==> src/hw/rtl/irpd_pkg.sv <==
// Shared types, constants and the window-match function of the IR frame decoder.
// No dependencies; every module of the block imports this package.
`default_nettype none

package irpd_pkg;

  // Field and register widths.
  localparam int unsigned CAPTURE_W  = 16;
  localparam int unsigned INTERVAL_W = CAPTURE_W + 1;
  localparam int unsigned CFG_W      = 16;
  localparam int unsigned CFG_IDX_W  = 3;
  localparam int unsigned FRAME_BITS = 32;
  localparam int unsigned CNT_W      = 6;
  localparam int unsigned CMD_W      = 8;
  localparam int unsigned CMD_LSB    = 8;
  localparam int unsigned OUT_W      = FRAME_BITS + CMD_W;

  // Register reset values.
  localparam logic [CFG_W-1:0] LEADER_RST    = 16'd442;
  localparam logic [CFG_W-1:0] REPEAT_RST    = 16'd369;
  localparam logic [CFG_W-1:0] ONE_RST       = 16'd74;
  localparam logic [CFG_W-1:0] ZERO_RST      = 16'd37;
  localparam logic [CFG_W-1:0] TOLERANCE_RST = 16'd8;

  // Register indexes on the write port.
  typedef enum logic [CFG_IDX_W-1:0] {
    CFG_LEADER    = 3'd0,
    CFG_REPEAT    = 3'd1,
    CFG_ONE       = 3'd2,
    CFG_ZERO      = 3'd3,
    CFG_TOLERANCE = 3'd4
  } irpd_cfg_idx_e;

  // Receiver state.
  typedef enum logic {
    ST_WAIT = 1'b0,
    ST_RECV = 1'b1
  } irpd_state_e;

  // Timing registers as seen by the decoder.
  typedef struct packed {
    logic [CFG_W-1:0] leader_ticks;
    logic [CFG_W-1:0] repeat_ticks;
    logic [CFG_W-1:0] one_ticks;
    logic [CFG_W-1:0] zero_ticks;
    logic [CFG_W-1:0] match_tolerance;
  } irpd_cfg_t;

  // True when the interval lies within tolerance of the nominal value.
  function automatic logic window_hit(input logic [INTERVAL_W-1:0] interval,
                                      input logic [CFG_W-1:0]      nominal,
                                      input logic [CFG_W-1:0]      tolerance);
    logic [INTERVAL_W-1:0] nom_ext;
    logic [INTERVAL_W-1:0] diff;
    nom_ext = {1'b0, nominal};
    if (interval >= nom_ext) begin
      diff = interval - nom_ext;
    end else begin
      diff = nom_ext - interval;
    end
    return diff <= {1'b0, tolerance};
  endfunction

endpackage

`default_nettype wire

==> src/hw/rtl/irpd_cfg_regs.sv <==
// Timing register bank of the IR frame decoder, written through a plain write port.
// Depends on irpd_pkg.
`default_nettype none

module irpd_cfg_regs (
  input  wire logic                           clk_i,
  input  wire logic                           rst_ni,
  input  wire logic                           cfg_we_i,
  input  wire logic [irpd_pkg::CFG_IDX_W-1:0] cfg_idx_i,
  input  wire logic [irpd_pkg::CFG_W-1:0]     cfg_wdata_i,
  output irpd_pkg::irpd_cfg_t                 cfg_o
);
  import irpd_pkg::*;

  irpd_cfg_t cfg_q, cfg_d;

  // Decode the register index; unused indexes leave the bank unchanged.
  always_comb begin
    cfg_d = cfg_q;
    if (cfg_we_i) begin
      unique case (irpd_cfg_idx_e'(cfg_idx_i))
        CFG_LEADER:    cfg_d.leader_ticks    = cfg_wdata_i;
        CFG_REPEAT:    cfg_d.repeat_ticks    = cfg_wdata_i;
        CFG_ONE:       cfg_d.one_ticks       = cfg_wdata_i;
        CFG_ZERO:      cfg_d.zero_ticks      = cfg_wdata_i;
        CFG_TOLERANCE: cfg_d.match_tolerance = cfg_wdata_i;
        default:       cfg_d = cfg_q;
      endcase
    end
  end

  always_ff @(posedge clk_i or negedge rst_ni) begin
    if (!rst_ni) begin
      cfg_q.leader_ticks    <= LEADER_RST;
      cfg_q.repeat_ticks    <= REPEAT_RST;
      cfg_q.one_ticks       <= ONE_RST;
      cfg_q.zero_ticks      <= ZERO_RST;
      cfg_q.match_tolerance <= TOLERANCE_RST;
    end else begin
      cfg_q <= cfg_d;
    end
  end

  assign cfg_o = cfg_q;

endmodule

`default_nettype wire

==> src/hw/rtl/irpd_interval.sv <==
// Input stage: accepts capture beats and registers the wrapped interval to the last capture.
// Depends on irpd_pkg.
`default_nettype none

module irpd_interval (
  input  wire logic                            clk_i,
  input  wire logic                            rst_ni,
  input  wire logic                            in_valid_i,
  output logic                                 in_ready_o,
  input  wire logic [irpd_pkg::CAPTURE_W-1:0]  capture_i,
  output logic                                 itv_valid_o,
  output logic [irpd_pkg::INTERVAL_W-1:0]      itv_o,
  input  wire logic                            itv_take_i
);
  import irpd_pkg::*;

  logic                  valid_q, valid_d;
  logic [CAPTURE_W-1:0]  last_q, last_d;
  logic [INTERVAL_W-1:0] itv_q, itv_d;
  logic                  accept;
  logic [CAPTURE_W-1:0]  delta;

  // The stage frees up when its interval moves on to the decoder.
  assign in_ready_o = !valid_q || itv_take_i;
  assign accept     = in_valid_i && in_ready_o;

  // Wrapped difference; equal timestamps mean a full timer period.
  assign delta = capture_i - last_q;

  always_comb begin
    valid_d = valid_q;
    last_d  = last_q;
    itv_d   = itv_q;
    if (accept) begin
      valid_d = 1'b1;
      last_d  = capture_i;
      itv_d   = {capture_i == last_q, delta};
    end else if (itv_take_i) begin
      valid_d = 1'b0;
    end
  end

  always_ff @(posedge clk_i or negedge rst_ni) begin
    if (!rst_ni) begin
      valid_q <= 1'b0;
      last_q  <= '0;
    end else begin
      valid_q <= valid_d;
      last_q  <= last_d;
    end
  end

  always_ff @(posedge clk_i) begin
    itv_q <= itv_d;
  end

  assign itv_valid_o = valid_q;
  assign itv_o       = itv_q;

endmodule

`default_nettype wire

==> src/hw/rtl/irpd_frame.sv <==
// Decoder stage: classifies each interval, runs the receiver state machine, shifts
// in frame bits and holds the finished frame in the output register. Depends on irpd_pkg.
`default_nettype none

module irpd_frame (
  input  wire logic                           clk_i,
  input  wire logic                           rst_ni,
  input  wire irpd_pkg::irpd_cfg_t            cfg_i,
  input  wire logic                           itv_valid_i,
  input  wire logic [irpd_pkg::INTERVAL_W-1:0] itv_i,
  output logic                                itv_take_o,
  output logic                                out_valid_o,
  input  wire logic                           out_ready_i,
  output logic [irpd_pkg::OUT_W-1:0]          out_data_o
);
  import irpd_pkg::*;

  irpd_state_e             state_q, state_d;
  logic [CNT_W-1:0]        cnt_q, cnt_d, cnt_inc;
  logic [FRAME_BITS-1:0]   shift_q, shift_d;
  logic                    out_valid_q, out_valid_d;
  logic [OUT_W-1:0]        out_data_q, out_data_d;
  logic                    advance;
  logic                    hit_leader, hit_repeat, hit_one, hit_zero;
  logic                    frame_done;
  logic                    emit;

  // An interval is consumed whenever the result register is free or draining.
  assign advance    = itv_valid_i && (!out_valid_q || out_ready_i);
  assign itv_take_o = advance;

  // Window matches against the four nominal intervals.
  assign hit_leader = window_hit(itv_i, cfg_i.leader_ticks, cfg_i.match_tolerance);
  assign hit_repeat = window_hit(itv_i, cfg_i.repeat_ticks, cfg_i.match_tolerance);
  assign hit_one    = window_hit(itv_i, cfg_i.one_ticks, cfg_i.match_tolerance);
  assign hit_zero   = window_hit(itv_i, cfg_i.zero_ticks, cfg_i.match_tolerance);

  assign cnt_inc    = cnt_q + CNT_W'(1);
  assign frame_done = (cnt_inc == CNT_W'(FRAME_BITS));

  // Next state.
  always_comb begin
    state_d = state_q;
    if (advance) begin
      unique case (state_q)
        ST_WAIT: begin
          if (hit_leader) state_d = ST_RECV;
        end
        ST_RECV: begin
          if (!(hit_one || hit_zero) || frame_done) state_d = ST_WAIT;
        end
        default: state_d = ST_WAIT;
      endcase
    end
  end

  // Bit counter, shift register and frame emission.
  always_comb begin
    cnt_d   = cnt_q;
    shift_d = shift_q;
    emit    = 1'b0;
    if (advance) begin
      unique case (state_q)
        ST_WAIT: begin
          if (hit_leader || hit_repeat) cnt_d = '0;
        end
        ST_RECV: begin
          cnt_d = cnt_inc;
          priority if (hit_one) begin
            shift_d = {shift_q[FRAME_BITS-2:0], 1'b1};
            emit    = frame_done;
          end else if (hit_zero) begin
            shift_d = {shift_q[FRAME_BITS-2:0], 1'b0};
            emit    = frame_done;
          end else begin
            cnt_d = '0;
          end
        end
        default: cnt_d = cnt_q;
      endcase
    end
  end

  // Result register: loaded on a finished frame, cleared when the beat is taken.
  always_comb begin
    out_valid_d = out_valid_q;
    out_data_d  = out_data_q;
    if (advance) begin
      out_valid_d = emit;
      if (emit) out_data_d = {shift_d[CMD_LSB +: CMD_W], shift_d};
    end else if (out_ready_i) begin
      out_valid_d = 1'b0;
    end
  end

  always_ff @(posedge clk_i or negedge rst_ni) begin
    if (!rst_ni) begin
      state_q     <= ST_WAIT;
      cnt_q       <= '0;
      shift_q     <= '0;
      out_valid_q <= 1'b0;
    end else begin
      state_q     <= state_d;
      cnt_q       <= cnt_d;
      shift_q     <= shift_d;
      out_valid_q <= out_valid_d;
    end
  end

  always_ff @(posedge clk_i) begin
    out_data_q <= out_data_d;
  end

  assign out_valid_o = out_valid_q;
  assign out_data_o  = out_data_q;

endmodule

`default_nettype wire

==> src/hw/rtl/ir_pulse_distance_frame_decoder_unit.sv <==
// Top level of the IR pulse-distance frame decoder.
// Depends on irpd_pkg, irpd_cfg_regs, irpd_interval and irpd_frame.
//
// Usage: each beat on the s_axis channel carries one 16-bit timer value
// latched at a falling edge of the IR receiver. The block measures the
// wrapped interval to the previous capture and decodes leader, repeat,
// one and zero intervals. After 32 data bits it sends one beat on m_axis
// with the frame and its command byte; all other captures give no beat.
// Timing registers are written through cfg_we_i / cfg_idx_i / cfg_wdata_i
// while no capture is in flight.
// The capture that ends a frame is loaded into the input register when it is
// accepted; the result register is loaded when the decoder takes that interval,
// which waits while an earlier beat is stalled, and m_axis_tvalid then rises.
// Throughput: one capture per cycle unless m_axis stalls (single decode stage).
// Reset clears the receiver to waiting, the last capture to zero and the
// timing registers to their defaults. When the receiver stalls, the result
// register holds its beat; one more capture is buffered in the input
// register, after which s_axis_tready drops until the beat is taken.
`default_nettype none

module ir_pulse_distance_frame_decoder_unit (
  input  wire logic                            clk_i,
  input  wire logic                            rst_ni,
  // Configuration write port.
  input  wire logic                            cfg_we_i,
  input  wire logic [irpd_pkg::CFG_IDX_W-1:0]  cfg_idx_i,
  input  wire logic [irpd_pkg::CFG_W-1:0]      cfg_wdata_i,
  // Capture stream.
  input  wire logic                            s_axis_tvalid,
  output logic                                 s_axis_tready,
  input  wire logic [irpd_pkg::CAPTURE_W-1:0]  s_axis_tdata,  // [15:0] capture_time
  // Frame stream.
  output logic                                 m_axis_tvalid,
  input  wire logic                            m_axis_tready,
  output logic [irpd_pkg::OUT_W-1:0]           m_axis_tdata   // [31:0] frame_code,
                                                              // [39:32] command_byte
);
  import irpd_pkg::*;

  irpd_cfg_t             cfg;
  logic                  itv_valid;
  logic [INTERVAL_W-1:0] itv;
  logic                  itv_take;

  // Timing registers.
  irpd_cfg_regs u_cfg_regs (
    .clk_i       (clk_i),
    .rst_ni      (rst_ni),
    .cfg_we_i    (cfg_we_i),
    .cfg_idx_i   (cfg_idx_i),
    .cfg_wdata_i (cfg_wdata_i),
    .cfg_o       (cfg)
  );

  // Input register and interval measurement.
  irpd_interval u_interval (
    .clk_i       (clk_i),
    .rst_ni      (rst_ni),
    .in_valid_i  (s_axis_tvalid),
    .in_ready_o  (s_axis_tready),
    .capture_i   (s_axis_tdata),
    .itv_valid_o (itv_valid),
    .itv_o       (itv),
    .itv_take_i  (itv_take)
  );

  // Decoding and result register.
  irpd_frame u_frame (
    .clk_i       (clk_i),
    .rst_ni      (rst_ni),
    .cfg_i       (cfg),
    .itv_valid_i (itv_valid),
    .itv_i       (itv),
    .itv_take_o  (itv_take),
    .out_valid_o (m_axis_tvalid),
    .out_ready_i (m_axis_tready),
    .out_data_o  (m_axis_tdata)
  );

endmodule

`default_nettype wire

==> config.mk <==
export PLATFORM = sky130hd
export DESIGN_NAME = ir_pulse_distance_frame_decoder_unit
export DESIGN_NICKNAME = d
export VERILOG_FILES = /design/src/hw/rtl/irpd_pkg.sv /design/src/hw/rtl/irpd_cfg_regs.sv /design/src/hw/rtl/irpd_interval.sv /design/src/hw/rtl/irpd_frame.sv /design/src/hw/rtl/ir_pulse_distance_frame_decoder_unit.sv
export SDC_FILE = /design/constraint.sdc
export NUM_CORES = 1
export LEC_CHECK = 0
export BUFFER_PORTS_ARGS = -buffer_cell sky130_fd_sc_hd__buf_2
export CORE_ASPECT_RATIO = 0.75
export CORE_MARGIN = 4
export CORE_UTILIZATION = 41
export DETAILED_ROUTE_END_ITERATION = 10
export PLACE_DENSITY = 0.54
export SYNTH_ARGS = -nofsm -noshare
export SYNTH_HDL_FRONTEND = slang
export SYNTH_SLANG_ARGS = --single-unit
==> constraint.sdc <==
create_clock -name clk_i -period 13.6 [get_ports clk_i]
set_input_delay 0.68 -clock clk_i [delete_from_list [all_inputs] [get_ports clk_i]]
set_output_delay 0.68 -clock clk_i [all_outputs]
set_load 0.03 [all_outputs]
==> impl_metrics.sql <==
INSERT INTO impl_metrics (metric_group, metric, value, unit) VALUES
('timing', 'fmax', '134', 'MHz'),
('critical_path', 'critical_path.endpoint_type', 'register', ''),
('finish', 'fin_cells', '2191', ''),
('timing', 'timing.final.hold_violations', '0', ''),
('drt', 'drt_drc_violations_left', '0', ''),
('die', 'die_x', '231', 'um'),
('finish', 'fraction_of_final_layout_cells_sized_beyond_drive_strength_1', '0.133', ''),
('placement', 'port-buffer-count', '81', ''),
('timing', 'setup_slack', '6110', 'ps'),
('critical_path', 'endpoint', 'u_frame.out_data_o[26]$_DFFE_PP_', ''),
('timing', 'max_slew_margin', '0.104', ''),
('drt', 'ant_nets_after_route', '0', ''),
('global_route', 'grt_remaining_overflow', '0', ''),
('timing', 'finish_stage_setup_viols', '0', ''),
('clocking', 'cts_tree', 'built', ''),
('die', 'starting_utilization_of_the_core_area', '0.420', ''),
('drt', 'drt_iter0_drcs', '1167', ''),
('synthesis', 'ys_types', '76', ''),
('synthesis', 'ys_top_cells_by_area', 'dfrtp_1 20%, ha_1 17%, edfxtp_1 9.7%', ''),
('finish', 'fin_nets', '1940', ''),
('synthesis', 'synth_largest_area_cell', 'dfrtp_1', ''),
('timing', 'fin_tns_setup', '0', 'ps'),
('flow_run', 'timing.max_cap.violations', '0', ''),
('drt', 'drt-wirelength-per-cell', '20.2', 'um'),
('power_and_ir_drop', 'design_power_total', '3.09', 'mW'),
('die', 'die_area', '40300', 'um2'),
('synthesis', 'netlist_area', '15200', 'um2'),
('global_route', 'grt_first_pass_wirelength', '68500', 'um'),
('hold_path', 'hold_class', 'in2async', ''),
('finish', 'multi_input_gate_area_in_the_final_layout', '9380', 'um2'),
('timing', 'post-route-min-period', '7490', 'ps'),
('synthesis', 'synth.yosys.seq_area_share', '0.323', ''),
('critical_path', 'worst_ep_required_time', '13810', 'ps'),
('finish', 'final-seq-area', '4920', 'um2'),
('critical_path', 'worstSetupStartpointType', 'register', ''),
('die', 'row_count', '60', ''),
('critical_path', 'r2r-start', 'u_interval.itv_o[1]$_DFFE_PP_', ''),
('clocking', 'clk_pin_slew_worst_setup_hold_paths', '80', 'ps'),
('clocking', 'cts-root-buf', 'clkbuf_16', ''),
('placement', 'post-dp-hpwl', '35200', 'um'),
('power_and_ir_drop', 'vdd.ir_drop.worst', '0.0825', 'mV'),
('timing', 'worst-slew-pin-transition', '1310', 'ps'),
('synthesis', 'total_of_flip_flops_plus_latches_after_synthesis', '186', ''),
('clocking', 'cts_num_sinks', '186', ''),
('placement', 'place_inst', '2159', ''),
('drt', 'finalWirelength', '44400', 'um'),
('clocking', 'cts_repair_resize_count', '0', ''),
('finish', 'antenna_cells', '0', ''),
('synthesis', 'yosys.cell_count.top_type', 'ha_1', ''),
('die', 'design.core.area', '36300', 'um2'),
('global_route', 'grt_max_degree', '80', ''),
('clocking', 'clk-insertion-delay-late', '460', 'ps'),
('die', 'die_height', '175', 'um'),
('global_route', 'via_count_of_the_first_global_routing_pass', '11869', ''),
('synthesis', 'share_of_synthesized_registers_carrying_an_async_set_or_reset', '0.737', ''),
('global_route', 'grt_antenna_before_repair', '0', ''),
('global_route', 'gr-usage-all-layers', '0.219', ''),
('placement', 'gp_routability_congestion', '0.885', ''),
('power_and_ir_drop', 'power_per_cell_area', '186', 'nW/um2'),
('synthesis', 'total_nets_after_synthesis', '1904', ''),
('finish', 'area_growth', '8.77', '%'),
('critical_path', 'worstReg2RegEnd', 'u_frame.out_data_o[26]$_DFFE_PP_', ''),
('critical_path', 'r2r_cells', '21', ''),
('finish', 'finalCoreUtilization', '0.457', ''),
('power_and_ir_drop', 'static-leakage-power', '7.98', 'nW'),
('run_status', 'run_status', 'completed', ''),
('synthesis', 'synth_edf_count', '49', ''),
('critical_path', 'startpoint', 'u_interval.itv_o[1]$_DFFE_PP_', ''),
('clocking', 'clockBufferDepth', '2', ''),
('synthesis', 'post_synthesis_average_cell_area', '9.25', 'um2'),
('timing', 'slew_violations', '0', '');
-- how the worst min path moves through the flow --
stage / startpoint / end / slack [ps]
floorplan: rst_ni / u_cfg_regs.cfg_o[0]$_DFFE_PN0P_ / 380
global placement: u_interval.last_q[0]$_DFFE_PN0P_ / u_interval.last_q[0]$_DFFE_PN0P_ / 470
detailed placement: u_interval.last_q[0]$_DFFE_PN0P_ / u_interval.last_q[0]$_DFFE_PN0P_ / 480
CTS: rst_ni / u_frame.shift_q[7]$_DFF_PN0_ / 290
global route: rst_ni / u_frame.shift_q[7]$_DFF_PN0_ / 320
finish: rst_ni / u_frame.shift_q[7]$_DFF_PN0_ / 260
-- per-layer routing --
layer | vias to the layer above | part of all wire | GRT usage
met3 | 26 | 0.049 | 0.0373
met5 | - | 0 | 0
met2 | 319 | 0.41 | 0.321
met4 | 0 | 0.0080 | 0.0310
met1 | 5876 | 0.53 | 0.342
li1 | 5918 | - | -
-- cells by family (layout without fill, tap and decap cells) --
family                   Yosys count  in the layout  share of synthesized area
XOR/XNOR                          62             62                     0.0357
AO/OA/AOI/OAI                    481            481                      0.203
flip-flops                       186            186                      0.323
adder cells (fa/ha/maj)          218            218                      0.184
AND/OR/NAND/NOR                  364            364                      0.113
multiplexers                     102            102                     0.0795
buffers and inverters            233            282                     0.0620
-- placed cells by master, fill, tap and decap left out, drive strengths merged, types with 5 or more instances in the layout --
master	count
a21oi	107
dfstp	18
buf	92
fa	9
mux2i	37
o21ai	136
clkinv	6
a31oi	11
mux2	65
nor3	18
a21o	90
and3	8
inv	165
o221ai	5
xnor2	39
nor2	68
a2111oi	6
o31ai	8
a31o	7
nor4	11
nor2b	25
o22ai	6
o211ai	10
dfrtp	119
xor2	23
a21boi	7
nand2	145
nand3	29
o21bai	15
o21a	17
nand4	24
and2	7
ha	209
clkbuf	17
nand2b	11
a211oi	20
edfxtp	49
-- layout make-up --
cell class / count / area share
clock buffer: 17 / 0.0257
clock inverter: 15 / 0.00771
inverter: 158 / 0.0358
multi-input combinational: 1227 / 0.566
sequential: 186 / 0.297
tap: 496 / 0.0375
timing repair buffer: 92 / 0.0298
-- registers in the layout, indices dropped and copies added, names as in the netlist --
register and cells:
u_interval.last_q 16, u_frame.out_valid_o 1, u_cfg_regs.cfg_o 80, u_interval.itv_o 17, u_frame.out_data_o 32, u_frame.shift_q 32, u_frame.cnt_q 6, u_frame.state_q 1
u_interval.itv_valid_o 1
-- worst max-delay path, cell delays in order, from the launching register on --
cell and delay [ps]:
edfxtp_1 700, ha_1 360, nor2b_1 160, o211ai_1 170, a21oi_1 140, o31ai_1 540
o21a_1 930, mux2i_1 310, o21ai_0 140, a2111oi_0 500, a211oi_1 110, xor2_1 170
ha_1 300, nand2_1 90, nor4_1 70, o21ai_0 90, o41ai_1 110, o41ai_1 830
nand3_1 140, mux2i_1 390, or3_4 600, mux2_4 350
-- where the power goes --
group          switching [mW]  internal (mW)
Clock                   0.259          0.241
Combinational            1.06          0.773
Sequential             0.0735          0.677
Total                    1.39           1.69
(Power assumes the default switching activity.)
